<file path="src/rtl/core/faxe_pkg.sv">
// Shared types, constants and helpers of the Fourier axial field expansion.
// No dependencies.
`timescale 1ns / 1ps

package faxe_pkg;

  localparam int MAX_HARMONICS_DEF = 64;
  localparam int FIELD_WIDTH_DEF   = 48;

  localparam int COEF_W = 48;   // table entries, inputs and outputs of the field
  localparam int POS_W  = 32;   // Q7.24 positions
  localparam int CFG_W  = 32;   // widest config register
  localparam int CFG_IDX_W = 2;
  localparam int NH_W   = 7;
  localparam int SAT_W  = 66;   // holds the sum of two 65-bit values
  localparam int MUL_W  = 64;   // shared multiplier operand width
  localparam int SH_W   = 7;

  localparam logic FUNC_LOAD = 1'b0;
  localparam logic FUNC_EVAL = 1'b1;

  typedef enum logic [CFG_IDX_W-1:0] {
    REG_Z_BEGIN   = 2'd0,
    REG_PHASE_PM  = 2'd1,
    REG_NUM_HARM  = 2'd2
  } cfg_reg_t;

  localparam logic [CFG_W-1:0] PPM_RESET = 32'd65536;
  localparam logic [NH_W-1:0]  NH_RESET  = 7'd1;

  // 2^32 / (2*pi) scaled so that bits 40..71 of k*dz give a Q32 turn
  localparam logic [29:0] INV2PI_Q32  = 30'd683565276;
  localparam logic [31:0] PI_Q30      = 32'd3373259426;
  localparam logic [32:0] CORDIC_GAIN = 33'h026DD3B6A;
  localparam int          CORDIC_STEPS = 30;
  localparam int          CI_W = 5;

  localparam logic [30:0] ATAN_TAB [CORDIC_STEPS] = '{
    31'h3243F6A8, 31'h1DAC6705, 31'h0FADBAFC, 31'h07F56EA6, 31'h03FEAB76,
    31'h01FFD55B, 31'h00FFFAAA, 31'h007FFF55, 31'h003FFFEA, 31'h001FFFFD,
    31'h000FFFFF, 31'h0007FFFF, 31'h0003FFFF, 31'h0001FFFF, 31'h0000FFFF,
    31'h00007FFF, 31'h00003FFF, 31'h00001FFF, 31'h00000FFF, 31'h000007FF,
    31'h000003FF, 31'h000001FF, 31'h000000FF, 31'h0000007F, 31'h0000003F,
    31'h0000001F, 31'h0000000F, 31'h00000008, 31'h00000004, 31'h00000002
  };

  typedef struct packed {
    logic                    start;
    logic signed [MUL_W-1:0] val;
    logic [MUL_W-1:0]        mag;
    logic                    neg;
    logic [SH_W-1:0]         sh;
  } mul_req_t;

  typedef struct packed {
    logic                    done;
    logic signed [MUL_W-1:0] res;
  } mul_rsp_t;

  // symmetric saturating add
  function automatic logic signed [SAT_W-1:0] sat_add(input logic signed [SAT_W-1:0] a,
                                                      input logic signed [SAT_W-1:0] b,
                                                      input logic signed [SAT_W-1:0] m);
    logic signed [SAT_W-1:0] s;
    s = a + b;
    if (s > m) return m;
    if (s < -m) return -m;
    return s;
  endfunction

  function automatic logic [MUL_W-1:0] abs_mag(input logic signed [SAT_W-1:0] v);
    logic signed [SAT_W-1:0] n;
    n = -v;
    return v[SAT_W-1] ? n[MUL_W-1:0] : v[MUL_W-1:0];
  endfunction

endpackage

</file>
<file path="src/rtl/core/faxe_mulsat.sv">
// Multi-cycle sign/magnitude multiplier: 64x16 partial products, shift,
// truncate toward zero, symmetric saturation. Uses faxe_pkg.
`timescale 1ns / 1ps

module faxe_mulsat import faxe_pkg::*; #(
  parameter int FIELD_WIDTH = FIELD_WIDTH_DEF
) (
  input  logic     clk,
  input  logic     rst_n,
  input  mul_req_t req,
  output mul_rsp_t rsp
);

  localparam int CHUNK  = 16;
  localparam int NCH    = MUL_W / CHUNK;
  localparam int CNT_W  = $clog2(NCH + 1);
  localparam int PROD_W = 2 * MUL_W;
  localparam logic [MUL_W-1:0] FMAX = (MUL_W'(1) << (FIELD_WIDTH - 1)) - MUL_W'(1);

  logic [MUL_W-1:0]       am_r, bm_r;
  logic [PROD_W-1:0]      acc_r;
  logic                   neg_r;
  logic [SH_W-1:0]        sh_r;
  logic [CNT_W-1:0]       cnt_r;
  logic                   busy_r, done_r;
  logic signed [MUL_W-1:0] res_r;

  logic [MUL_W+CHUNK-1:0] pp;
  logic [PROD_W-1:0]      shifted;
  logic [MUL_W-1:0]       mag, am_in, vneg;

  assign vneg    = MUL_W'(0) - $unsigned(req.val);
  assign am_in   = req.val[MUL_W-1] ? vneg : $unsigned(req.val);
  assign pp      = am_r * bm_r[MUL_W-1 -: CHUNK];
  assign shifted = acc_r >> sh_r;
  assign mag     = (shifted > PROD_W'(FMAX)) ? FMAX : shifted[MUL_W-1:0];

  always_ff @(posedge clk) begin
    if (!rst_n) begin
      busy_r <= 1'b0;
      done_r <= 1'b0;
      cnt_r  <= '0;
    end else begin
      done_r <= 1'b0;
      if (req.start) begin
        am_r   <= am_in;
        bm_r   <= req.mag;
        neg_r  <= req.val[MUL_W-1] ^ req.neg;
        sh_r   <= req.sh;
        acc_r  <= '0;
        cnt_r  <= CNT_W'(NCH);
        busy_r <= 1'b1;
      end else if (busy_r) begin
        if (cnt_r != '0) begin
          // most significant chunk first
          acc_r <= (acc_r << CHUNK) + PROD_W'(pp);
          bm_r  <= bm_r << CHUNK;
          cnt_r <= cnt_r - CNT_W'(1);
        end else begin
          res_r  <= neg_r ? $signed(MUL_W'(0) - mag) : $signed(mag);
          done_r <= 1'b1;
          busy_r <= 1'b0;
        end
      end
    end
  end

  assign rsp.done = done_r;
  assign rsp.res  = res_r;

endmodule

</file>
<file path="config.mk">
export PLATFORM = sky130hd
export DESIGN_NAME = faxe_mulsat
export DESIGN_NICKNAME = d
export VERILOG_FILES = /design/src/rtl/core/faxe_pkg.sv /design/src/rtl/core/faxe_mulsat.sv
export SDC_FILE = /design/constraint.sdc
export NUM_CORES = 2
export LEC_CHECK = 0
export ABC_AREA = 1
export BUFFER_PORTS_ARGS = -buffer_cell sky130_fd_sc_hd__clkbuf_2
export CAP_MARGIN = 30
export CORE_AREA = 8 8 378 380
export CTS_CLUSTER_DIAMETER = 50
export DETAILED_ROUTE_END_ITERATION = 7
export DIE_AREA = 0 0 386 388
export GPL_TIMING_DRIVEN = 0
export HOLD_SLACK_MARGIN = 0.03
export PLACE_DENSITY = 0.64
export SKIP_LAST_GASP = 1
export SYNTH_ARGS = -nofsm -noshare
export SYNTH_HDL_FRONTEND = slang
export SYNTH_SLANG_ARGS = --single-unit
export TNS_END_PERCENT = 50
</file>
<file path="constraint.sdc">
create_clock -name clk -period 37.4 [get_ports clk]
set_clock_uncertainty 0.05 [all_clocks]
set_input_delay 1.87 -clock clk [delete_from_list [all_inputs] [get_ports clk]]
set_output_delay 1.87 -clock clk [all_outputs]
set_load 0.02 [all_outputs]
</file>
* Word level (Yosys, flattened, before mapping)
Cells that the tools add are included.
** Storage, ports and cells
- Bits of input ports :: 139
- Output and inout port bits :: 65
- Logic and storage cells :: 48
- Register bits :: 333
** Cells by class
- Multipliers :: 1
- Shift-type cells :: 1
- Reductions and logical operators :: 10
- Bitwise gates (word level) :: 5
- Order comparisons :: 1
- $add $sub $neg :: 4
- Multiplexer cells :: 15
** Operator list (number)
- 2-to-1 mux 64 bit :: 5
- 2-to-1 mux 128 bit :: 2
- adder 128 x 80 -> 128 bit :: 1
- > comparator 128 x 47 -> 1 bit, second input constant :: 1
- right shift 128 x 7 -> 128 bit :: 1
- subtractor 1 x 64 -> 64 bit, first input constant :: 2
- multiplier 64 x 16 -> 80 bit :: 1
- 2-to-1 mux 63 bit :: 1
- 2-to-1 mux 3 bit :: 3
- AND reduction 2 bit :: 3
- 2-to-1 mux 1 bit :: 4
- NOT 1 bit :: 4
- AND reduction 4 bit :: 1
- nonzero test 2 bit :: 2
- AND reduction 3 bit :: 1
- nonzero test 3 bit :: 1
- OR reduction 3 bit :: 1
- subtractor 3 x 1 -> 3 bit, second input constant :: 1
- OR reduction 2 bit :: 1
- XOR 1 bit :: 1

* Logic depth before layout (Yosys ltp)
- Word-level depth :: 5
- Gate-level depth with buffers :: 37
- Gate-level depth less buffers :: 35

* Least setup slack after synthesis
OpenSTA, ideal clock, no wires.
- Path kind :: input port to flip-flop
- Start point :: input rst_n
- End point :: register acc_r[0] (enable)
- Stages on the path :: 2
- Path buffers :: 0
- Path slack :: 21.035 ns
- Setup time :: 1.009 ns
- Required time :: 36.341 ns
- Data arrival time :: 15.306 ns
- Cells stage by stage :: inv_1 -> o21ai_0
** On the way
- Cells in the longest elaborated chain, start to end :: 1
** RTL lines
- start, declared :: RTL line faxe_mulsat.sv:9 : input logic rst_n,
- AND reduction 3 bit (no line)
- end signal, assigned :: RTL line faxe_mulsat.sv:56 : acc_r <= (acc_r << CHUNK) + PROD_W'(pp);
- end, declared :: RTL line faxe_mulsat.sv:21 : logic [PROD_W-1:0] acc_r;
Every way passes these cells.
A chain may end at the register's enable or synchronous reset.

* Final worst setup path
- Start point :: register bm_r[63]
- End point :: register acc_r[120], data pin
** On the way
- Cells in the longest elaborated chain, start to end :: 4
** RTL lines
- start, declared :: RTL line faxe_mulsat.sv:20 : logic [MUL_W-1:0] am_r, bm_r;
- start signal, assigned :: RTL line faxe_mulsat.sv:47 : bm_r <= req.mag;
- start signal, assigned :: RTL line faxe_mulsat.sv:57 : bm_r <= bm_r << CHUNK;
- multiplier 64 x 16 -> 80 bit :: RTL line faxe_mulsat.sv:34 : assign pp = am_r * bm_r[MUL_W-1 -: CHUNK];
- adder 128 x 80 -> 128 bit :: RTL line faxe_mulsat.sv:56
- 2-to-1 mux 128 bit :: RTL line faxe_mulsat.sv:54 : if (cnt_r != '0) begin
- 2-to-1 mux 128 bit :: RTL line faxe_mulsat.sv:53 : end else if (busy_r) begin
Every way passes these cells. The select of a mux whose other input is x is not followed.

==> impl_metrics.yaml <==
hold_path:
  hold_path_class: "reg2reg"
  min_from: "cnt_r[2]"
  min_to: "cnt_r[2]"
  hold_depth: 2
clock_network:
  ctsResizeCount: 0
  cts_setup_buffers: 0
  hold_buffers: 0
  cts_buffers: 53
  htree_levels: 2
  clock_path_buffers: 3
  clk_pin_slew_worst_paths_ns: 0.06
  cts_tree: "done"
  cts-root-buf: "clkbuf_16"
  cts_sinks: 333
  clk-insertion-delay-late_ns: 0.69
sta:
  final_max_slew_viol_count: 0
  fmax_ghz: 0.1060
  timing.final.crit_period_ns: 9.438
  worst_slew_pin_slew_ns: 1.141
  hold_ws_ns: 0.4318
  finalCritPeriodShare: 0.2524
  setup_viol: 0
  final_hold_viol_count: 0
  setup_tns_ns: 0
  maxSlewHeadroom: 0.2392
  rsz0062_at_grt: "no"
placement:
  hpwl_mm: 224.3
  port_buffers: 201
  dpl-instance-area_sq_um: 65370
  gp_congestion: 0.9982
logic_synthesis:
  yosys.area.top_type_share: 0.3042
  synthArstFlopShare: 0
  ys_ff_latch: 333
  yosys_warnings: 0
  yosysTopAreaCell: "fa_1"
  synth-seq-area-share: 0.1626
  synth.avg_cell_area_sq_um: 7.220
  syn_area_sq_um: 61210
  synth_edf_count: 328
  syn_nets: 9718
  synth_area_leaders: "fa_1, edfxtp_1, nand2_1, inv_1, nand3_1"
  synthTopCellsByCount: "nand2_1, inv_1, fa_1"
  ys_types: 63
  synthFlopType: "edfxtp_1"
  synthCells: 8477
  synth.most_common_cell: "nand2_1"
global_route:
  grt_pass1_vias: 59801
  grt-ovfl-total: 0
  groute.usage.overall: 0.3493
  grt_pass1_wl_mm: 390.5
  antenna_found_initial: 11
  grt_max_degree: 65
detailed_routing:
  drtIter0Drc: 6898
  wl_per_cell_microns: 24.68
  viasPerCell: 5.623
  ant_nets: 0
  dr.pass1.iters: 7
  vias: 59773
  drc: 0
  routed_wirelength_mm: 262.4
floorplanning:
  core_sq_um: 136600
  die_y_microns: 388
  rows: 136
  die_area_sq_um: 149800
  fp.dieW_microns: 386
  io_pins: 204
  initial_core_util: 0.4479
finish:
  final_util: 0.4923
  n_fill_cell: 14009
  layout-area-overhead-vs-synth_pct: 9.900
  final_cell_area_sq_um: 67270
  drive_gt1_frac: 0.05581
  final_nets: 10031
setup_path:
  cp_max_fo: 10
  start_kind: "flip-flop"
  arrival_ns: 9.77
  rrSetupSlack_ns: 27.96
  required_ns: 37.73
  r2r_end: "acc_r[120]"
  r2r_start: "bm_r[63]"
  crit_path_end_kind: "flip-flop"
  r2r_cells: 25
  cpMaxStageDelayCell: "clkbuf_1"
  startpoint: "bm_r[63]"
  max_stage_delay_ns: 0.73
  cpMostUsedCell: "fa_1"
  crit_type: "reg2reg"
outcome:
  status: "finished, final reports clean"
flow_run:
  timing.max_cap.violations: 0
[worst max path at each step]
stage / end / slack [ns] / cells past startpoint
6_report: acc_r[120] / 27.96 / 25
2_1_floorplan: acc_r[0] / 21.03 / 2
3_3_place_gp: acc_r[3] / 14.16 / 3
4_1_cts: acc_r[104] / 28.11 / 27
3_5_place_dp: acc_r[104] / 28.18 / 27
5_1_grt: acc_r[108] / 27.65 / 27
[per-stage QoR]
stage | instances | setup slack (ns)
after CTS | 10627 | 28.11
after floorplan | 8477 | 21.03
after global placement | 10472 | 14.16
after detailed placement | 10528 | 28.18
final | 10631 | 27.96
after global routing | 10629 | 27.65
[worst max-delay path, delay by kind of cell (launching register included)]
| family | cells | cell delay [ns] |
|---|---|---|
| and+or+nand+nor | 5 | 0.76 |
| DFF | 1 | 0.35 |
| adders and majority gates | 7 | 3.63 |
| buffers and inverters | 6 | 1.79 |
| AOI/OAI and AO/OA | 7 | 2.51 |
[cell usage in the layout, fill, tap and decap left out, drive strengths merged, types with 5 or more instances in the layout]
master / netlist / layout
clkbuf: 315 / 575
and2: 7 / 7
dfxtp: 5 / 5
clkinvlp: 0 / 6
o21a: 36 / 36
nor4: 31 / 31
o211ai: 18 / 18
nor3: 51 / 51
a21oi: 323 / 323
mux2i: 38 / 38
a31oi: 82 / 82
o21bai: 13 / 13
edfxtp: 328 / 328
xor2: 52 / 52
nand3: 888 / 888
or2: 15 / 15
a21o: 6 / 6
nand2: 2142 / 2142
fa: 930 / 930
o21ai: 332 / 332
a21boi: 7 / 7
inv: 1929 / 1936
nand4: 45 / 45
o221ai: 6 / 6
nor2: 459 / 459
nand3b: 7 / 7
bufinv: 0 / 7
a31o: 8 / 8
xnor2: 41 / 41
buf: 157 / 214
ha: 172 / 172
clkinv: 4 / 24
o31ai: 8 / 8
[registers in the layout (all words and copies together) (netlist names)]
name    cells
acc_r     128
am_r       64
bm_r       64
busy_r      1
cnt_r       3
done_r      1
neg_r       1
res_r      64
sh_r        7
[per-layer routing]
layer  track usage  wire (microns)  vias up
met1        0.4775          107800    29580
li1              -               -    26503
met2        0.5332          114600     3108
met5             0              92        -
met3       0.08174           27310      568
met4        0.1415           12610       14
[kinds of logic (layout without fill, tap and decap cells)]
kind of cell | count (synthesis) | count (layout) | share of synthesized area
flops | 333 | 333 | 0.1626
other cells | 0 | 3 | 0
buf+inv | 2405 | 2762 | 0.1515
fa+ha+maj | 1102 | 1102 | 0.3393
simple gates | 3655 | 3655 | 0.2505
mux | 38 | 38 | 0.006214
compound gates | 851 | 851 | 0.07660
xor+xnor | 93 | 93 | 0.01331
[area by class of cell]
type | count | area (sq um) | share of cell area
antenna | 3 | 7.507 | 0.0001116
buffer | 472 | 2016 | 0.02997
clock buffer | 59 | 1349 | 0.02005
clock inverter | 40 | 524.3 | 0.007794
inverter | 1933 | 7261 | 0.1079
multi-input combinational | 5739 | 42010 | 0.6245
sequential | 333 | 9950 | 0.1479
tap | 1794 | 2245 | 0.03337
timing repair buffer | 258 | 1909 | 0.02838
Power is not shown: default switching activity piles up to over one toggle a cycle in this logic, so the estimate is an artifact.
